**src/crlfla_pkg.sv**
```systemverilog
// ----------------------------------------------------------------------------
// crlfla_pkg
// Shared constants, types and helpers for the CR LF line assembler.
// ----------------------------------------------------------------------------
package crlfla_pkg;

  // Sizing
  localparam int BUF_BYTES  = 256;
  localparam int LINE_SLOTS = 8;

  localparam int BUF_AW     = $clog2(BUF_BYTES);
  localparam int BANK_DEPTH = (BUF_BYTES + 1) / 2;
  localparam int BANK_AW    = $clog2(BANK_DEPTH);
  localparam int SLOT_AW    = $clog2(LINE_SLOTS);
  localparam int COUNT_W    = $clog2(LINE_SLOTS + 1);

  // Fixed field widths
  localparam int BYTE_W   = 8;
  localparam int OFFS_W   = 8;
  localparam int PEND_W   = 4;
  localparam int CTR_W    = 16;

  // Characters
  localparam logic [BYTE_W-1:0] ASCII_CR = 8'd13;
  localparam logic [BYTE_W-1:0] ASCII_LF = 8'd10;
  localparam logic [BYTE_W-1:0] ASCII_NUL = 8'd0;

  // Commands
  typedef enum logic [1:0] {
    CMD_BYTE = 2'd0,
    CMD_DROP = 2'd1,
    CMD_READ = 2'd2,
    CMD_NOP  = 2'd3
  } command_e;

  // One write to a buffer bank
  typedef struct packed {
    logic               we;
    logic [BANK_AW-1:0] addr;
    logic [BYTE_W-1:0]  data;
  } bank_wr_t;

  // Line state seen by the result path
  typedef struct packed {
    logic              front_valid;
    logic [OFFS_W-1:0] front_offset;
    logic [PEND_W-1:0] pending_count;
    logic [CTR_W-1:0]  buffer_overruns;
    logic [CTR_W-1:0]  table_overruns;
  } line_status_t;

  // Circular slot index: head plus k, wrapped at LINE_SLOTS (k < LINE_SLOTS)
  function automatic logic [SLOT_AW-1:0] slot_add(input logic [SLOT_AW-1:0] head,
                                                  input logic [COUNT_W-1:0] k);
    logic [COUNT_W:0] sum;
    sum = (COUNT_W+1)'(head) + (COUNT_W+1)'(k);
    if (sum >= (COUNT_W+1)'(LINE_SLOTS)) begin
      sum = sum - (COUNT_W+1)'(LINE_SLOTS);
    end
    return SLOT_AW'(sum);
  endfunction

endpackage

```
**src/crlf_line_assembler_top.sv**
```systemverilog
// ----------------------------------------------------------------------------
// crlf_line_assembler_top
// CR LF line receive buffer: byte store in two banks, line queue, results.
// ----------------------------------------------------------------------------
// Takes one command beat per clock while in_stall_o is low (received byte,
// drop oldest line, or read buffer byte) and returns one result beat per
// command through the stage-1 and output registers. The line store is split
// into even and odd banks, each with one write port, so a byte and the CR
// fix-up next to it are written in the same cycle; the byte before the write
// position is kept in a register, so no store read sits in the byte path. A
// read command uses the banks' registered read port. The start-offset queue
// is circular, so a drop is a pointer move. The store needs no clearing after
// reset: a byte that was never written reads as an arbitrary value.
module crlf_line_assembler_top import crlfla_pkg::*; (
  input  logic              clk_i,
  input  logic              rst_ni,
  input  logic              in_valid_i,
  output logic              in_stall_o,
  input  logic [1:0]        command_i,
  input  logic [BYTE_W-1:0] rx_byte_i,
  input  logic [BYTE_W-1:0] read_addr_i,
  output logic              out_valid_o,
  input  logic              out_stall_i,
  output logic              front_valid_o,
  output logic [OFFS_W-1:0] front_offset_o,
  output logic [PEND_W-1:0] pending_count_o,
  output logic [BYTE_W-1:0] read_data_o,
  output logic [CTR_W-1:0]  buffer_overruns_o,
  output logic [CTR_W-1:0]  table_overruns_o
);

  command_e          cmd;
  logic              accept;
  logic              s1_adv;
  logic              s1_valid_q, s1_valid_d;
  logic              s1_read_q;
  logic              s1_bank_q;
  logic              out_valid_q, out_valid_d;
  line_status_t      status;
  line_status_t      out_status_q;
  logic [BYTE_W-1:0] out_rdata_q;
  bank_wr_t          wr_even, wr_odd;
  logic [BUF_AW-1:0] raddr;
  logic              rd_en, rd_in_range;
  logic [BYTE_W-1:0] rdata_even, rdata_odd, rdata_sel;

  assign cmd = command_e'(command_i);

  // Handshake
  assign s1_adv     = !out_valid_q || !out_stall_i;
  assign in_stall_o = s1_valid_q && !s1_adv;
  assign accept     = in_valid_i && !in_stall_o;

  // Line state
  crlfla_line_ctrl u_line_ctrl (
    .clk_i     (clk_i),
    .rst_ni    (rst_ni),
    .step_i    (accept),
    .command_i (cmd),
    .rx_byte_i (rx_byte_i),
    .wr_even_o (wr_even),
    .wr_odd_o  (wr_odd),
    .status_o  (status)
  );

  // Read address decode
  assign raddr       = BUF_AW'(read_addr_i);
  assign rd_in_range = (int'(read_addr_i) < BUF_BYTES);
  assign rd_en       = accept && (cmd == CMD_READ) && rd_in_range;

  // Line store banks
  crlfla_ram #(
    .DEPTH (BANK_DEPTH),
    .WIDTH (BYTE_W)
  ) u_bank_even (
    .clk_i   (clk_i),
    .we_i    (wr_even.we),
    .waddr_i (wr_even.addr),
    .wdata_i (wr_even.data),
    .re_i    (rd_en && !raddr[0]),
    .raddr_i (BANK_AW'(raddr >> 1)),
    .rdata_o (rdata_even)
  );

  crlfla_ram #(
    .DEPTH (BANK_DEPTH),
    .WIDTH (BYTE_W)
  ) u_bank_odd (
    .clk_i   (clk_i),
    .we_i    (wr_odd.we),
    .waddr_i (wr_odd.addr),
    .wdata_i (wr_odd.data),
    .re_i    (rd_en && raddr[0]),
    .raddr_i (BANK_AW'(raddr >> 1)),
    .rdata_o (rdata_odd)
  );

  assign rdata_sel = s1_bank_q ? rdata_odd : rdata_even;

  // Stage valids
  assign s1_valid_d  = accept || (s1_valid_q && !s1_adv);
  assign out_valid_d = s1_valid_q || (out_valid_q && out_stall_i);

  always_ff @(posedge clk_i or negedge rst_ni) begin
    if (!rst_ni) begin
      s1_valid_q  <= 1'b0;
      out_valid_q <= 1'b0;
    end else begin
      s1_valid_q  <= s1_valid_d;
      out_valid_q <= out_valid_d;
    end
  end

  // Stage 1: read in flight, state already updated
  always_ff @(posedge clk_i) begin
    if (accept) begin
      s1_read_q <= rd_en;
      s1_bank_q <= raddr[0];
    end
  end

  // Output register
  always_ff @(posedge clk_i) begin
    if (s1_valid_q && s1_adv) begin
      out_status_q <= status;
      out_rdata_q  <= s1_read_q ? rdata_sel : '0;
    end
  end

  assign out_valid_o       = out_valid_q;
  assign front_valid_o     = out_status_q.front_valid;
  assign front_offset_o    = out_status_q.front_offset;
  assign pending_count_o   = out_status_q.pending_count;
  assign read_data_o       = out_rdata_q;
  assign buffer_overruns_o = out_status_q.buffer_overruns;
  assign table_overruns_o  = out_status_q.table_overruns;

endmodule

```
**src/crlfla_ram.sv**
```systemverilog
// ----------------------------------------------------------------------------
// crlfla_ram
// Simple dual-port RAM: one write port, one registered read port.
// ----------------------------------------------------------------------------
module crlfla_ram #(
  parameter int DEPTH = 128,
  parameter int WIDTH = 8,
  localparam int AW   = $clog2(DEPTH)
) (
  input  logic             clk_i,
  input  logic             we_i,
  input  logic [AW-1:0]    waddr_i,
  input  logic [WIDTH-1:0] wdata_i,
  input  logic             re_i,
  input  logic [AW-1:0]    raddr_i,
  output logic [WIDTH-1:0] rdata_o
);

  logic [WIDTH-1:0] mem [DEPTH];
  logic [WIDTH-1:0] rdata_q;

  // Write port
  always_ff @(posedge clk_i) begin
    if (we_i) begin
      mem[waddr_i] <= wdata_i;
    end
  end

  // Read port, data held until the next read
  always_ff @(posedge clk_i) begin
    if (re_i) begin
      rdata_q <= mem[raddr_i];
    end
  end

  assign rdata_o = rdata_q;

endmodule

```
**src/crlfla_line_ctrl.sv**
```systemverilog
// ----------------------------------------------------------------------------
// crlfla_line_ctrl
// Line state: write position, line start, last byte, start-offset queue and
// overrun counters. Issues the buffer writes for each received byte.
// ----------------------------------------------------------------------------
module crlfla_line_ctrl import crlfla_pkg::*; (
  input  logic              clk_i,
  input  logic              rst_ni,
  input  logic              step_i,
  input  command_e          command_i,
  input  logic [BYTE_W-1:0] rx_byte_i,
  output bank_wr_t          wr_even_o,
  output bank_wr_t          wr_odd_o,
  output line_status_t      status_o
);

  logic [BUF_AW-1:0]  wp_q, wp_d;
  logic [BUF_AW-1:0]  ls_q, ls_d;
  logic [BYTE_W-1:0]  prev_q, prev_d;   // byte at wp_q - 1
  logic [COUNT_W-1:0] count_q, count_d;
  logic [SLOT_AW-1:0] head_q, head_d;
  logic [CTR_W-1:0]   bov_q, bov_d;
  logic [CTR_W-1:0]   tov_q, tov_d;
  logic [BUF_AW-1:0]  slots_q [LINE_SLOTS];

  logic               restart;
  logic [BUF_AW-1:0]  wp_eff, ls_eff, wpm1;
  logic               is_crlf, buf_full, tbl_full;
  logic               tbl_we;
  logic [SLOT_AW-1:0] tbl_slot;
  logic               sec_we;
  logic [BYTE_W-1:0]  sec_data;
  bank_wr_t           pri_wr, sec_wr;

  // Byte-path decode
  always_comb begin
    restart  = (wp_q == ls_q) && (count_q == '0);
    wp_eff   = restart ? '0 : wp_q;
    ls_eff   = restart ? '0 : ls_q;
    wpm1     = wp_eff - BUF_AW'(1);
    is_crlf  = (rx_byte_i == ASCII_LF) && (wp_eff != '0) && (prev_q == ASCII_CR);
    buf_full = (wp_eff == BUF_AW'(BUF_BYTES - 1));
    tbl_full = (count_q == COUNT_W'(LINE_SLOTS));
  end

  // Next state
  always_comb begin
    wp_d     = wp_q;
    ls_d     = ls_q;
    prev_d   = prev_q;
    count_d  = count_q;
    head_d   = head_q;
    bov_d    = bov_q;
    tov_d    = tov_q;
    tbl_we   = 1'b0;
    tbl_slot = slot_add(head_q, count_q);
    sec_we   = 1'b0;
    sec_data = ASCII_NUL;
    if (step_i) begin
      unique case (command_i)
        CMD_BYTE: begin
          ls_d = ls_eff;
          if (is_crlf) begin
            // CR becomes the terminator
            sec_we = 1'b1;
            prev_d = ASCII_NUL;
            if (wpm1 != ls_eff) begin
              tbl_we = 1'b1;
              if (tbl_full) begin
                tov_d    = tov_q + CTR_W'(1);
                tbl_slot = slot_add(head_q, COUNT_W'(LINE_SLOTS - 1));
              end else begin
                count_d = count_q + COUNT_W'(1);
              end
              ls_d = wp_eff;
              wp_d = wp_eff;
            end else begin
              // empty line, drop the pair
              wp_d = wpm1;
            end
          end else if (buf_full) begin
            // overwrite in place, plant a CR before it
            bov_d    = bov_q + CTR_W'(1);
            sec_we   = 1'b1;
            sec_data = ASCII_CR;
            prev_d   = ASCII_CR;
            wp_d     = wp_eff;
          end else begin
            prev_d = rx_byte_i;
            wp_d   = wp_eff + BUF_AW'(1);
          end
        end
        CMD_DROP: begin
          if (count_q != '0) begin
            head_d  = slot_add(head_q, COUNT_W'(1));
            count_d = count_q - COUNT_W'(1);
          end
        end
        CMD_READ: begin
        end
        CMD_NOP: begin
        end
        default: begin
        end
      endcase
    end
  end

  // Control registers
  always_ff @(posedge clk_i or negedge rst_ni) begin
    if (!rst_ni) begin
      wp_q    <= '0;
      ls_q    <= '0;
      prev_q  <= '0;
      count_q <= '0;
      head_q  <= '0;
      bov_q   <= '0;
      tov_q   <= '0;
    end else begin
      wp_q    <= wp_d;
      ls_q    <= ls_d;
      prev_q  <= prev_d;
      count_q <= count_d;
      head_q  <= head_d;
      bov_q   <= bov_d;
      tov_q   <= tov_d;
    end
  end

  // Start-offset queue (circular)
  always_ff @(posedge clk_i) begin
    if (tbl_we) begin
      slots_q[tbl_slot] <= ls_eff;
    end
  end

  // Bank writes: the byte at wp_eff and the fix-up at wp_eff - 1 always
  // fall into different banks
  always_comb begin
    pri_wr.we   = step_i && (command_i == CMD_BYTE);
    pri_wr.addr = BANK_AW'(wp_eff >> 1);
    pri_wr.data = rx_byte_i;
    sec_wr.we   = pri_wr.we && sec_we;
    sec_wr.addr = BANK_AW'(wpm1 >> 1);
    sec_wr.data = sec_data;
    if (wp_eff[0]) begin
      wr_odd_o  = pri_wr;
      wr_even_o = sec_wr;
    end else begin
      wr_even_o = pri_wr;
      wr_odd_o  = sec_wr;
    end
  end

  // Status after the last step
  always_comb begin
    status_o.front_valid     = (count_q != '0);
    status_o.front_offset    = status_o.front_valid ? OFFS_W'(slots_q[head_q]) : '0;
    status_o.pending_count   = PEND_W'(count_q);
    status_o.buffer_overruns = bov_q;
    status_o.table_overruns  = tov_q;
  end

endmodule

```
**config.mk**
```make
export PLATFORM = sky130hd
export DESIGN_NAME = crlf_line_assembler_top
export DESIGN_NICKNAME = d
export VERILOG_FILES = /design/src/crlfla_pkg.sv /design/src/crlf_line_assembler_top.sv /design/src/crlfla_ram.sv /design/src/crlfla_line_ctrl.sv
export SDC_FILE = /design/constraint.sdc
export NUM_CORES = 2
export LEC_CHECK = 0
export ABC_AREA = 1
export BUFFER_PORTS_ARGS = -buffer_cell sky130_fd_sc_hd__buf_2
export CAP_MARGIN = 20
export CORE_ASPECT_RATIO = 1.75
export CORE_MARGIN = 2
export CORE_UTILIZATION = 55
export DETAILED_ROUTE_END_ITERATION = 6
export PLACE_DENSITY = 0.71
export SKIP_LAST_GASP = 1
export SLEW_MARGIN = 15
export SYNTH_ARGS = -nofsm -noshare
export SYNTH_HDL_FRONTEND = slang
export SYNTH_SLANG_ARGS = --single-unit
```
**constraint.sdc**
```tcl
create_clock -name clk_i -period 11.2 [get_ports clk_i]
set_clock_uncertainty 0.15 [all_clocks]
set_input_delay 2.24 -clock clk_i [delete_from_list [all_inputs] [get_ports clk_i]]
set_output_delay 2.24 -clock clk_i [all_outputs]
set_load 0.02 [all_outputs]
```
==> impl_results.md <==
* Final setup viols at 0
* Max Cap Viol at 0
* Post-place instance area at 0.0923 mm2
* Origin of the worst min-delay path: u_line_ctrl.count_q[3]
* Vias at 58851
* Fraction of layout cells with a size suffix above 1 at 6.60%
* Most frequent cells in the layout: edfxtp_1 (2183), nor2_1 (1781), o21ai_0 (1372), o22ai_1 (638), nand2_1 (272)
* Leak at 31.5 nW
* Worst-Margin Slew at 1120 ps
* Switching part of the total power at 25.6%
* Rel. slew slack at 25.3%
* 1st-pass router iterations at 7
* Top cell type's share of synthesized area at 72.7%
* FP Rows at 196
* Period minus WS final at 6370 ps
* Synth top area cells: edfxtp_1 (73%), o21ai_0 (7.7%), nor2_1 (7.5%), o22ai_1 (4.4%), dfrtp_1 (1.8%)
* Critical Path AT at 6890 ps
* Unrepaired setup endpoints after global routing: false
* Post-Syn Area per Cell at 12.5 um2
* Post-CTS setup buffers at 0
* Int Pwr at 13.8 mW
* Slew Limit Fails at 0
* I/O pins at 77
* Most frequently used flop master after synthesis: edfxtp_1
* Post-synthesis cell count at 7189
* CP Capture Type: flip-flop
* Starting Density at 55.4%
* Comb pwr share at 11.8%
* Syn Nets at 7223
* Max VDD drop at 0.175 mV
* Nets at 7082
* Total Power at 18.5 mW
* Sequential power share at 53.0%
* Finished Cell Area at 0.0983 mm2
* Crit path launch: read_addr_i[1]
* Worst-Skew Late Latency at 810 ps
* Max clock buf depth at 4
* Status: finished, violations left
* Critical Path Source Type: input port
* Area Growth Syn to Fin at 9.08%
* CTS sink cnt at 2248
* Max Clock Freq at 157 MHz
* Worst Path Class, Setup: in -> reg
* Hold-fix buffers, CTS at 0
* DRT iter0 DRCs at 6553
* Placed wire-length estimate at 142 mm
* Core region area at 0.163 mm2
* Detailed Route WL at 240 mm
* Die Footprint at 0.167 mm2
* Synth Cell Area at 0.0901 mm2
* Synth async-reset ratio at 2.89%
* Hold WC Path Type: reg -> reg
* Initial antenna violation count at 3
* Switching power total at 4.73 mW
* Critical path data required time at 11720 ps
* GRT Total Usage at 28.3%
* Netlist cell types at 47
* Wire per inst at 25.6 um
* Antenna viol nets, final at 0
* Violated checks: design-rule violations
* Input/output buffers at 76
* Pin count of the biggest net entering global routing at 242
* Fin. Hold Viols at 0
* Vias in the first global route at 57454
* Post-synth EDFFs at 2183
* Maximum level of the CTS H-tree at 4
* CTS clk-pin slew, worst paths at 70 ps
* Sequential element share of the synthesized area at 74.5%
* Post-CTS sizing at 0
* Die Height at 540 um
* Global-route wire length before repair at 355 mm
* Synth Register Bits at 2248
* Yosys Warn Count at 0
* Clock share of power at 35.3%
* Clock tree root buffer cell: clkbuf_16
* Total grt overflow at 0
* Final period utilization at 56.9%
* TritonCTS Buffers at 192
* Largest area contributor in the netlist: edfxtp_1
* GP Congestion at 0.935
* Pwr per Cell Area at 188 mW/mm2
* Vias per inst at 6.28
* CTS tree: yes
* Setup_tns at 0 ps
* DRC at 1
* Critical register-to-register path startpoint: u_line_ctrl.count_q[1]
* Leading cell type in the layout, fill and taps excluded: edfxtp_1
* Crit-path max FO at 241
* Die width at 310 um
per-stage QoR:
step,utilization [%],hold WS (ps),cells,setup slack (ps)
floorplan,-,275,7189,2570
global placement,56.7,292,9031,4190
detailed placement,56.7,294,9031,4150
CTS,60.4,298,9374,5020
global route,60.4,319,9376,4620
finish,60.4,298,9377,4830
Yosys cell counts (all sizes together), types with 3 or more instances:
library cell / number
o21ai: 1381
edfxtp: 2183
ha: 10
nand4: 18
xnor2: 21
nand3: 68
nand2: 285
dfrtp: 65
or2: 3
a21oi: 8
o31ai: 7
o32ai: 38
o211ai: 3
nor4: 5
inv: 105
o22ai: 638
a31oi: 9
o21a: 5
xor2: 27
nor3: 10
nor2: 1798
clkbuf: 432
buf: 57
final cells by class:
| class | count | area [um2] |
|---|---|---|
| antenna | 2 | 5.00 |
| clock buffer | 241 | 5070 |
| clock inverter | 102 | 965 |
| fill | 12310 | 64500 |
| inverter | 107 | 425 |
| multi-input combinational | 4345 | 20800 |
| sequential | 2248 | 67200 |
| tap | 2178 | 2730 |
| timing repair buffer | 154 | 1160 |
registers in the layout, indices dropped and copies added, names as in the netlist, 8 cells and up:
register	cells
u_bank_odd.rdata_o	8
read_data_o	8
buffer_overruns_o	16
u_line_ctrl.wp_q	8
u_line_ctrl.tov_q	16
table_overruns_o	16
front_offset_o	8
u_line_ctrl.prev_q	8
u_bank_odd.mem	1024
u_bank_even.rdata_o	8
u_line_ctrl.bov_q	16
u_line_ctrl.ls_q	8
u_bank_even.mem	1024
u_line_ctrl.slots_q	64
power groups by stage:
stage                     logic, mW  registers, mW  clock network (mW)
after floorplan                1.25           10.1                   0
after global placement         2.09           9.98                   0
after detailed placement       2.14           9.98                   0
after CTS                      2.15           9.80                6.57
after global routing           2.34           9.81                6.88
final                          2.18           9.80                6.53
per-layer routing:
| metal | share of wire, % | GRT usage (%) | up-vias |
|---|---|---|---|
| met5 | 0 | 0 | - |
| met4 | 8.0 | 19.5 | 0 |
| met3 | 7.4 | 3.37 | 736 |
| met2 | 51 | 49.2 | 3004 |
| met1 | 33 | 32.7 | 28970 |
| li1 | - | - | 26141 |
path summary, 6_finish.rpt:
path,slack [ps],cells past startpoint,endpoint
setup / recovery,4830,12,u_bank_odd.rdata_o[4]
max in group asynchronous,8820,2,u_line_ctrl.bov_q[7]
hold reg to reg,300,0,pending_count_o[3]
min in group asynchronous,1470,2,u_line_ctrl.count_q[0]
hold / removal,300,0,pending_count_o[3]
setup reg to reg,5190,17,u_bank_odd.mem[2][0]
critical path: stages:
cell and delay (ps):
buf_8 220, inv_8 530, buf_12 800, buf_4 960
o21ai_0 230, o22ai_1 170, o21ai_0 100, o22ai_1 430
nor2_1 190, o22ai_1 320, nand2_1 290, nand2_1 160
cells by family after synthesis:
kind of cell	Yosys count	share of synthesized area [%]
buffers and inverters	596	2.58
and+or+nand+nor	2191	9.46
AOI/OAI and AO/OA	2093	12.8
adders and majority gates	12	0.183
xor gates and xnor gates	48	0.466
DFF	2248	74.5
muxes	1	0.0125
Note: power is estimated with default switching activity, not from simulation.
